[src/sv/tsin_pkg.sv]
// tsin_pkg: shared widths, constants and controller/datapath interface structs
// for the Taylor series sine block. No dependencies.
`default_nettype none

package tsin_pkg;

    // Field widths
    localparam int ANGLE_W = 32;
    localparam int SINE_W  = 32;
    localparam int THR_W   = 31;
    localparam logic [THR_W-1:0] THR_RESET = 31'd11;   // ~1e-8 in Q2.30

    localparam int FRAC_BITS = 30;

    // Datapath widths
    localparam int M_W     = 32;      // term magnitude, at most 2^31
    localparam int SQ_W    = 33;      // x^2, at most 2^32
    localparam int MUL_B_W = 17;      // multiplier chunk width
    localparam int PROD_W  = M_W + MUL_B_W;
    localparam int ACC_W   = 64;
    localparam int T_W     = ACC_W - FRAC_BITS;  // rounded product, 34 bits
    localparam int SUM_W   = 35;

    // Divider: radix 16, four quotient bits per cycle
    localparam int DIV_BITS   = 4;
    localparam int DIVD_W     = 36;
    localparam int DIV_STEPS  = DIVD_W / DIV_BITS;
    localparam int DIV_CNT_W  = $clog2(DIV_STEPS);

    // Controller -> datapath commands
    typedef struct packed {
        logic load;      // capture angle, reset series state
        logic mul_sq;    // multiplier squares the angle (else term * x^2)
        logic mul_lo;    // low chunk product into accumulator
        logic mul_hi;    // high chunk product added into accumulator
        logic rnd_sq;    // round accumulator into x^2
        logic add_term;  // add signed term into running sum
        logic div_load;  // round accumulator into divider
        logic div_step;  // one radix-16 divide step
        logic div_last;  // qualifies div_step: final step, update term
        logic out_load;  // saturate sum into output register
    } t_dp_cmd;

    // Datapath -> controller status
    typedef struct packed {
        logic stop;      // term below threshold or term budget used
        logic out_free;  // output register can take a result
    } t_dp_stat;

endpackage

`default_nettype wire

[src/sv/taylor_series_sine.sv]
// taylor_series_sine: top level of the fixed-point Maclaurin series sine.
// Depends on tsin_pkg, tsin_ctrl and tsin_dp.
//
// Takes one angle in signed Q2.30 radians and returns its sine in signed
// Q2.30, summing x - x^3/3! + x^5/5! - ... until a term magnitude drops below
// the threshold register or MAX_TERMS terms have been added; the sum is
// saturated to the 32-bit range. One transaction is processed at a time:
// after acceptance, x^2 is formed by two multiplier passes and a rounding
// step; each summed term then takes a sign/threshold test, two passes
// through the shared 32x17 multiplier, a rounding step and the radix-16
// divider by (k+1)(k+2); a final test plus output load end the transaction.
// At most 8 terms are summed at the reset threshold, and never more than
// MAX_TERMS (12). The divider sets the per-term cost.
// The result sits in an output register, so the next angle can be taken
// while the previous sine still waits under stall. The threshold
// (31-bit unsigned Q1.30, reset 11) is written through i_cfg_wr_en/i_cfg_wr_data and
// should only change while no transaction is in flight.
`default_nettype none

module taylor_series_sine #(
    parameter int MAX_TERMS = 12
) (
    input  logic                          i_clk,
    input  logic                          i_rst_n,
    // input channel
    input  logic                          i_valid,
    output logic                          o_stall,
    input  logic [tsin_pkg::ANGLE_W-1:0]  i_angle,
    // output channel
    output logic                          o_valid,
    input  logic                          i_stall,
    output logic [tsin_pkg::SINE_W-1:0]   o_sine,
    // threshold register write
    input  logic                          i_cfg_wr_en,
    input  logic [tsin_pkg::THR_W-1:0]    i_cfg_wr_data
);

    tsin_pkg::t_dp_cmd  w_cmd;
    tsin_pkg::t_dp_stat w_stat;

    // sequencer: one state per datapath operation
    tsin_ctrl u_ctrl (
        .i_clk   (i_clk),
        .i_rst_n (i_rst_n),
        .i_valid (i_valid),
        .o_stall (o_stall),
        .o_cmd   (w_cmd),
        .i_stat  (w_stat)
    );

    // arithmetic, threshold and output register
    tsin_dp #(
        .MAX_TERMS (MAX_TERMS)
    ) u_dp (
        .i_clk         (i_clk),
        .i_rst_n       (i_rst_n),
        .i_cmd         (w_cmd),
        .o_stat        (w_stat),
        .i_angle       (i_angle),
        .i_cfg_wr_en   (i_cfg_wr_en),
        .i_cfg_wr_data (i_cfg_wr_data),
        .i_out_stall   (i_stall),
        .o_out_valid   (o_valid),
        .o_sine        (o_sine)
    );

`ifndef SYNTHESIS
    // an accepted angle keeps the block busy on the next cycle
    a_busy_after_accept: assert property (@(posedge i_clk) disable iff (!i_rst_n)
        (i_valid && !o_stall) |=> o_stall)
        else $error("input accepted but block not busy next cycle");

    // a result appears only from an output load command
    a_valid_from_load: assert property (@(posedge i_clk) disable iff (!i_rst_n)
        $rose(o_valid) |-> $past(w_cmd.out_load))
        else $error("output valid rose without a load");

    // never overwrite a result still waiting under stall
    a_no_overwrite: assert property (@(posedge i_clk) disable iff (!i_rst_n)
        w_cmd.out_load |-> (!o_valid || !i_stall))
        else $error("output overwritten while stalled");

    // at most one datapath operation per cycle
    a_one_cmd: assert property (@(posedge i_clk) disable iff (!i_rst_n)
        $onehot0({w_cmd.load, w_cmd.mul_lo, w_cmd.mul_hi, w_cmd.rnd_sq,
                  w_cmd.add_term, w_cmd.div_load, w_cmd.div_step, w_cmd.out_load}))
        else $error("conflicting datapath commands");
`endif

endmodule

`default_nettype wire

[src/sv/tsin_ctrl.sv]
// tsin_ctrl: sequencing state machine for the Taylor series sine block.
// Depends on tsin_pkg (command/status structs, divider step count).
`default_nettype none

module tsin_ctrl (
    input  logic              i_clk,
    input  logic              i_rst_n,
    input  logic              i_valid,
    output logic              o_stall,
    output tsin_pkg::t_dp_cmd o_cmd,
    input  tsin_pkg::t_dp_stat i_stat
);

    typedef enum logic [9:0] {
        S_IDLE   = 10'b00_0000_0001,
        S_SQ_LO  = 10'b00_0000_0010,
        S_SQ_HI  = 10'b00_0000_0100,
        S_SQ_RND = 10'b00_0000_1000,
        S_TEST   = 10'b00_0001_0000,
        S_MUL_LO = 10'b00_0010_0000,
        S_MUL_HI = 10'b00_0100_0000,
        S_RND    = 10'b00_1000_0000,
        S_DIV    = 10'b01_0000_0000,
        S_DONE   = 10'b10_0000_0000
    } t_state;

    t_state r_state, n_state;
    logic [tsin_pkg::DIV_CNT_W-1:0] r_div_cnt, n_div_cnt;
    logic w_div_last;

    assign w_div_last = (r_div_cnt == tsin_pkg::DIV_CNT_W'(tsin_pkg::DIV_STEPS - 1));
    assign o_stall    = (r_state != S_IDLE);

    always_comb begin
        n_state   = r_state;
        n_div_cnt = r_div_cnt;
        o_cmd     = '0;
        unique case (r_state)
            S_IDLE: begin
                if (i_valid) begin
                    o_cmd.load = 1'b1;
                    n_state    = S_SQ_LO;
                end
            end
            S_SQ_LO: begin
                o_cmd.mul_sq = 1'b1;
                o_cmd.mul_lo = 1'b1;
                n_state      = S_SQ_HI;
            end
            S_SQ_HI: begin
                o_cmd.mul_sq = 1'b1;
                o_cmd.mul_hi = 1'b1;
                n_state      = S_SQ_RND;
            end
            S_SQ_RND: begin
                o_cmd.rnd_sq = 1'b1;
                n_state      = S_TEST;
            end
            S_TEST: begin
                if (i_stat.stop) begin
                    n_state = S_DONE;
                end else begin
                    o_cmd.add_term = 1'b1;
                    n_state        = S_MUL_LO;
                end
            end
            S_MUL_LO: begin
                o_cmd.mul_lo = 1'b1;
                n_state      = S_MUL_HI;
            end
            S_MUL_HI: begin
                o_cmd.mul_hi = 1'b1;
                n_state      = S_RND;
            end
            S_RND: begin
                o_cmd.div_load = 1'b1;
                n_div_cnt      = '0;
                n_state        = S_DIV;
            end
            S_DIV: begin
                o_cmd.div_step = 1'b1;
                o_cmd.div_last = w_div_last;
                n_div_cnt      = r_div_cnt + 1'b1;
                if (w_div_last) begin
                    n_state = S_TEST;
                end
            end
            S_DONE: begin
                if (i_stat.out_free) begin
                    o_cmd.out_load = 1'b1;
                    n_state        = S_IDLE;
                end
            end
            default: begin
                n_state = S_IDLE;
            end
        endcase
    end

    always_ff @(posedge i_clk) begin
        if (!i_rst_n) begin
            r_state   <= S_IDLE;
            r_div_cnt <= '0;
        end else begin
            r_state   <= n_state;
            r_div_cnt <= n_div_cnt;
        end
    end

endmodule

`default_nettype wire

[src/sv/tsin_dp.sv]
// tsin_dp: datapath for the Taylor series sine block: threshold register,
// shared 32x17 multiplier, radix-16 divider, running sum and output register.
// Depends on tsin_pkg.
`default_nettype none

module tsin_dp #(
    parameter int MAX_TERMS = 12
) (
    input  logic                          i_clk,
    input  logic                          i_rst_n,
    input  tsin_pkg::t_dp_cmd             i_cmd,
    output tsin_pkg::t_dp_stat            o_stat,
    input  logic [tsin_pkg::ANGLE_W-1:0]  i_angle,
    input  logic                          i_cfg_wr_en,
    input  logic [tsin_pkg::THR_W-1:0]    i_cfg_wr_data,
    input  logic                          i_out_stall,
    output logic                          o_out_valid,
    output logic [tsin_pkg::SINE_W-1:0]   o_sine
);

    // k runs up to 2*MAX_TERMS+1; D = (k+1)(k+2) must fit 2*K_W bits
    localparam int K_W   = $clog2(2 * MAX_TERMS + 4);
    localparam int D_W   = 2 * K_W;
    localparam int CNT_W = $clog2(MAX_TERMS + 1);

    localparam int M_W    = tsin_pkg::M_W;
    localparam int SQ_W   = tsin_pkg::SQ_W;
    localparam int B_W    = tsin_pkg::MUL_B_W;
    localparam int PROD_W = tsin_pkg::PROD_W;
    localparam int ACC_W  = tsin_pkg::ACC_W;
    localparam int T_W    = tsin_pkg::T_W;
    localparam int DIVD_W = tsin_pkg::DIVD_W;
    localparam int DIV_B  = tsin_pkg::DIV_BITS;
    localparam int SUM_W  = tsin_pkg::SUM_W;
    localparam int FRAC   = tsin_pkg::FRAC_BITS;

    localparam logic signed [SUM_W-1:0] SAT_MAX = SUM_W'(64'sd2147483647);
    localparam logic signed [SUM_W-1:0] SAT_MIN = -SUM_W'(64'sd2147483648);

    logic [tsin_pkg::THR_W-1:0] r_thr;
    logic [M_W-1:0]             r_a;
    logic [M_W-1:0]             r_m;
    logic [SQ_W-1:0]            r_sq;
    logic [K_W-1:0]             r_k;
    logic [D_W-1:0]             r_den;
    logic [CNT_W-1:0]           r_cnt;
    logic                       r_term_neg;
    logic signed [SUM_W-1:0]    r_sum;
    logic [ACC_W-1:0]           r_acc;
    logic [DIVD_W-1:0]          r_div;
    logic [D_W-1:0]             r_rem;
    logic                       r_out_valid;
    logic [tsin_pkg::SINE_W-1:0] r_sine;

    logic [M_W-1:0]    w_mag;
    logic [M_W-1:0]    w_op_a;
    logic [B_W-1:0]    w_op_b;
    logic [PROD_W-1:0] w_prod;
    logic [ACC_W-1:0]  w_rnd_const;
    logic [ACC_W-1:0]  w_rnd;
    logic [T_W-1:0]    w_t;
    logic [DIVD_W-1:0] n_div;
    logic [D_W-1:0]    n_rem;
    logic signed [SUM_W-1:0] w_m_s;
    logic [tsin_pkg::SINE_W-1:0] w_sat;

    // |angle|; -2.0 maps to 2^31 exactly
    assign w_mag = i_angle[tsin_pkg::ANGLE_W-1] ? (~i_angle + 1'b1) : i_angle;

    // Shared multiplier: 32 x 17, two passes per product
    always_comb begin
        if (i_cmd.mul_sq) begin
            w_op_a = r_a;
            w_op_b = i_cmd.mul_hi ? B_W'(r_a[M_W-1:B_W]) : r_a[B_W-1:0];
        end else begin
            w_op_a = r_m;
            w_op_b = i_cmd.mul_hi ? B_W'(r_sq[SQ_W-1:B_W]) : r_sq[B_W-1:0];
        end
    end

    assign w_prod = PROD_W'(w_op_a) * PROD_W'(w_op_b);

    // Round to nearest, ties up: (acc + D*2^29) >> 30, then divide by D (D = 1 for x^2)
    assign w_rnd_const = i_cmd.rnd_sq ? (ACC_W'(1) << (FRAC - 1))
                                      : (ACC_W'(r_den) << (FRAC - 1));
    assign w_rnd = r_acc + w_rnd_const;
    assign w_t   = w_rnd[ACC_W-1:FRAC];

    // Four restoring steps per cycle; remainder stays below D
    always_comb begin
        logic [D_W:0] rem2;
        logic [D_W-1:0] rem;
        logic [DIV_B-1:0] qbits;
        rem   = r_rem;
        qbits = '0;
        rem2  = '0;
        for (int i = 0; i < DIV_B; i++) begin
            rem2 = {rem, r_div[DIVD_W-1-i]};
            if (rem2 >= {1'b0, r_den}) begin
                rem2 = rem2 - {1'b0, r_den};
                qbits[DIV_B-1-i] = 1'b1;
            end
            rem = rem2[D_W-1:0];
        end
        n_rem = rem;
        n_div = {r_div[DIVD_W-DIV_B-1:0], qbits};
    end

    assign w_m_s = SUM_W'(r_m);

    always_comb begin
        if (r_sum > SAT_MAX) begin
            w_sat = {1'b0, {(tsin_pkg::SINE_W-1){1'b1}}};
        end else if (r_sum < SAT_MIN) begin
            w_sat = {1'b1, {(tsin_pkg::SINE_W-1){1'b0}}};
        end else begin
            w_sat = r_sum[tsin_pkg::SINE_W-1:0];
        end
    end

    assign o_stat.stop     = (r_cnt == CNT_W'(MAX_TERMS)) || (r_m < M_W'(r_thr));
    assign o_stat.out_free = !r_out_valid || !i_out_stall;
    assign o_out_valid     = r_out_valid;
    assign o_sine          = r_sine;

    // Control state
    always_ff @(posedge i_clk) begin
        if (!i_rst_n) begin
            r_thr       <= tsin_pkg::THR_RESET;
            r_out_valid <= 1'b0;
        end else begin
            if (i_cfg_wr_en) begin
                r_thr <= i_cfg_wr_data;
            end
            if (i_cmd.out_load) begin
                r_out_valid <= 1'b1;
            end else if (!i_out_stall) begin
                r_out_valid <= 1'b0;
            end
        end
    end

    // Payload registers
    always_ff @(posedge i_clk) begin
        if (i_cmd.load) begin
            r_a        <= w_mag;
            r_m        <= w_mag;
            r_k        <= K_W'(1);
            r_den      <= D_W'(6);
            r_cnt      <= '0;
            r_sum      <= '0;
            r_term_neg <= i_angle[tsin_pkg::ANGLE_W-1];
        end
        if (i_cmd.mul_lo) begin
            r_acc <= ACC_W'(w_prod);
        end
        if (i_cmd.mul_hi) begin
            r_acc <= r_acc + (ACC_W'(w_prod) << B_W);
        end
        if (i_cmd.rnd_sq) begin
            r_sq <= w_t[SQ_W-1:0];
        end
        if (i_cmd.add_term) begin
            r_sum      <= r_term_neg ? (r_sum - w_m_s) : (r_sum + w_m_s);
            r_term_neg <= !r_term_neg;
            r_cnt      <= r_cnt + 1'b1;
        end
        if (i_cmd.div_load) begin
            r_div <= DIVD_W'(w_t);
            r_rem <= '0;
        end
        if (i_cmd.div_step) begin
            r_div <= n_div;
            r_rem <= n_rem;
            if (i_cmd.div_last) begin
                r_m   <= n_div[M_W-1:0];
                r_k   <= r_k + K_W'(2);
                // (k+3)(k+4) - (k+1)(k+2) = 4k + 10
                r_den <= r_den + (D_W'(r_k) << 2) + D_W'(10);
            end
        end
        if (i_cmd.out_load) begin
            r_sine <= w_sat;
        end
    end

endmodule

`default_nettype wire
[config.mk]
export PLATFORM = sky130hd
export DESIGN_NAME = taylor_series_sine
export DESIGN_NICKNAME = d
export VERILOG_FILES = /design/src/sv/tsin_pkg.sv /design/src/sv/taylor_series_sine.sv /design/src/sv/tsin_ctrl.sv /design/src/sv/tsin_dp.sv
export SDC_FILE = /design/constraint.sdc
export NUM_CORES = 2
export LEC_CHECK = 0
export ABC_CLOCK_PERIOD_IN_PS = 33500
export BUFFER_PORTS_ARGS = -buffer_cell sky130_fd_sc_hd__buf_2
export CAP_MARGIN = 20
export CORE_MARGIN = 3
export CORE_UTILIZATION = 55
export DETAILED_ROUTE_END_ITERATION = 10
export GPL_TIMING_DRIVEN = 0
export HOLD_SLACK_MARGIN = 0.08
export PLACE_DENSITY = 0.72
export SLEW_MARGIN = 20
export SYNTH_ARGS = -nofsm -noshare
export SYNTH_HDL_FRONTEND = slang
export SYNTH_SLANG_ARGS = --single-unit
export TNS_END_PERCENT = 10
[constraint.sdc]
create_clock -name i_clk -period 33.5 [get_ports i_clk]
set_input_delay 10.05 -clock i_clk [delete_from_list [all_inputs] [get_ports i_clk]]
set_output_delay 10.05 -clock i_clk [all_outputs]
set_load 0.01 [all_outputs]
==> results.py <==
metrics = {
    "worst_setup_path": {
        "regToRegSetupSlack_ps": 19710,
        "endpoint_kind": "flop",
        "critPathMaxFanout": 10,
        "max_stage_delay_ps": 700,
        "reg2reg_depth": 45,
        "crit_arrival_ps": 14070,
        "startpoint_type": "flop",
        "path_depth": 45,
        "crit_type": "flop to flop",
        "r2r-start": "u_ctrl.r_state[6]$_SDFFE_PN0P_",
        "required_ps": 33780,
        "cp_top_family": "adder cells",
        "crit_path_frequent_cell": "fa_1",
        "worstReg2RegEnd": "u_dp.r_acc[63]$_SDFFCE_PP0P_",
        "critPathBufInv": 9,
        "critPathSlowestCell": "clkbuf_1",
    },
    "timing": {
        "min_period_over_period_pct": 41.17,
        "slew_headroom_pct": 23.30,
        "finalHoldViolations": 0,
        "tightest_slew_ps": 1151,
        "setup_viol": 0,
        "final.setup.tns_ps": 0,
        "fmax_mhz": 72.50,
        "min_period_ps": 13790,
        "drv_slew": 0,
        "fin_hold_ws_ps": 486.6,
        "grt_setup_unrepaired": "no",
        "fin_skew_ps": 33.91,
    },
    "place": {
        "hpwl_um": 96630,
        "place.port_buffers": 99,
        "place_congestion": 0.9848,
    },
    "cts": {
        "cts.reportedPaths.clkPinSlew_ps": 70,
        "cts_buffers": 35,
        "clockBufferDepth": 3,
        "h-tree-depth": 2,
        "cts_setup_buffers": 0,
        "clkSinkCount": 323,
        "cts_tree": "built",
        "clockRootBuffer": "clkbuf_16",
        "cts_resized": 0,
        "hold_buffers": 0,
        "clk_latency_ps": 560,
    },
    "global_route": {
        "grt_pass1_vias": 31380,
        "grt-ovfl-total": 0,
        "grt_max_degree": 49,
        "grt_antenna_before_repair": 1,
        "grt_use_total_pct": 32.07,
        "grt_first_pass_wirelength_um": 182200,
    },
    "logic_synthesis": {
        "syn_area_per_cell_um2": 8.965,
        "syn_inst": 4322,
        "synth_top_area_share_pct": 23.61,
        "synth.cells.most_frequent": "inv_1 (672), nand2_1 (627), fa_1 (457)",
        "yosys.area.top_type": "fa_1",
        "synthTopCellsByArea": "fa_1 (24%), edfxtp_1 (18%), ha_1 (9.8%)",
        "yosys.cell_count.top_type": "inv_1",
        "syn_area_um2": 38750,
        "ys.flop_type": "edfxtp_1",
        "yosysWarnings": 0,
        "synthArstFlopShare_pct": 0,
        "seq_area_frac_synth_pct": 22.68,
        "synth-edff-count": 232,
        "syn_nets": 5149,
        "yosys.cell_types.count": 90,
        "ys_ff_latch": 323,
    },
    "floorplanning": {
        "dieArea_um2": 73670,
        "ioPinCount": 102,
        "chipHeight_um": 271.4,
        "initial_core_util_pct": 56.00,
        "die_w_um": 271.4,
        "core_region_area_um2": 69190,
        "rows": 96,
    },
    "finish": {
        "seqCellArea_um2": 8788,
        "multi_input_area_um2": 26830,
        "drive_gt1_share_pct": 6.438,
        "fin_nets": 5290,
        "syn_to_final_growth_pct": 7.792,
        "fill_cells": 6114,
    },
    "job": {
        "drv_cap": 0,
    },
    "status": {
        "outcome": "finished, final reports clean",
    },
    "drt": {
        "avgRoutedWirePerCell_um": 21.63,
        "vias": 31670,
        "detailedRoute.firstPassIterationCount": 6,
        "drt-total-wl_um": 117200,
        "detail-route-antenna-nets": 0,
        "vias_per_cell": 5.842,
        "drt-initial-drc-count": 3446,
        "drcViolationCount": 0,
    },
    "worst_hold_path": {
        "holdCritStartpoint": "u_dp.r_thr[0]$_SDFFE_PN1P_",
        "worstHoldPathCells": 2,
        "min_to": "u_dp.r_thr[0]$_SDFFE_PN1P_",
        "hold_class": "flop to flop",
    },
}
[layout by cell type, fill, tap and decap left out, types with 10 or more instances in the layout]
cell	synthesis	final
a211oi_1	28	28
a21boi_0	11	11
a21o_1	165	165
a21oi_1	226	218
a22oi_1	17	17
a31oi_1	17	17
and2_1	36	36
and3_1	26	26
buf_1	10	10
buf_2	26	125
clkbuf_1	123	130
clkbuf_16	0	36
dfxtp_1	91	91
edfxtp_1	232	232
fa_1	457	457
ha_1	302	302
inv_1	672	672
mux2_2	46	46
mux2i_1	57	55
nand2_1	627	624
nand2b_1	17	17
nand3_1	37	37
nand4_1	23	23
nor2_1	339	339
nor2b_1	81	81
nor3_1	41	41
nor4_1	14	14
o211ai_1	16	16
o21a_1	23	23
o21ai_0	128	128
o21bai_1	20	20
o22ai_1	21	21
or2_2	14	14
or3_1	13	13
xnor2_1	157	157
xor2_1	81	81
[tightest hold or removal path: stages, from the launching register on]
cell and delay (ps):
dfxtp_1 330, mux2i_1 70, nand2_1 60
[logic make-up (layout without fill, tap and decap cells)]
kind of cell / count (synthesis) / in the layout / share of synthesized area [%]
adder cells (fa/ha/maj): 759 / 759 / 33.36
buffers and inverters: 839 / 1006 / 8.250
flip-flops: 323 / 323 / 22.68
other: 0 / 1 / 0
AND/OR/NAND/NOR: 1312 / 1312 / 14.97
multiplexers: 104 / 104 / 2.845
AO/OA/AOI/OAI: 743 / 743 / 12.33
XOR/XNOR: 242 / 242 / 5.564
[worst max-delay path by stage]
stage | slack (ps) | from | end
2_1_floorplan | 20540 | i_angle[4] | u_dp.r_a[29]$_DFFE_PP_
3_3_place_gp | 20080 | u_ctrl.r_state[6]$_SDFFE_PN0P_ | u_dp.r_acc[63]$_SDFFCE_PP0P_
3_5_place_dp | 20040 | u_ctrl.r_state[6]$_SDFFE_PN0P_ | u_dp.r_acc[63]$_SDFFCE_PP0P_
4_1_cts | 19980 | u_ctrl.r_state[6]$_SDFFE_PN0P_ | u_dp.r_acc[63]$_SDFFCE_PP0P_
5_1_grt | 19160 | u_ctrl.r_state[6]$_SDFFE_PN0P_ | u_dp.r_acc[63]$_SDFFCE_PP0P_
6_report | 19710 | u_ctrl.r_state[6]$_SDFFE_PN0P_ | u_dp.r_acc[63]$_SDFFCE_PP0P_
[flip-flops by register name (all words and copies together) (netlist names), 10 cells and up]
register	count
u_dp.r_thr	31
u_dp.r_sq	33
u_dp.r_sum	35
u_dp.o_sine	32
u_ctrl.r_state	10
u_dp.r_div	36
u_dp.r_den	10
u_dp.r_m	32
u_dp.r_acc	47
u_dp.r_rem	10
u_dp.r_a	32
[through the flow]
step           std cells  setup WS, ps  utilization [%]  area (um^2)
4_1_cts             5420         19980            60.34        41750
3_3_place_gp        5352         20080            58.40        40410
6_report            5421         19710            60.37        41770
2_1_floorplan       4322         20540                -        38750
3_5_place_dp        5357         20040            58.60        40540
5_1_grt             5420         19160            60.36        41760
[metal layers]
layer	wire length (um)	global-route usage [%]	vias to the layer above
li1	-	-	14410
met1	48620	44.70	15470
met2	51840	49.71	1504
met3	11370	6.346	284
met4	5420	12.02	0
met5	0	0	-
[cell type report]
cell class                      count  share of cell area (%)
Multi-Input combinational cell   3160                   64.25
Tap cell                          931                   2.789
Buffer                            163                   1.576
Inverter                          676                   6.078
Antenna cell                        1                0.005991
Clock buffer                       46                   2.319
Timing Repair Buffer              104                   1.372
Sequential cell                   323                   21.04
Clock inverter                     17                  0.5722
Power is left out: the tool's default activity adds up to more than one toggle a clock period on the data nets, which glitch-free logic cannot reach.
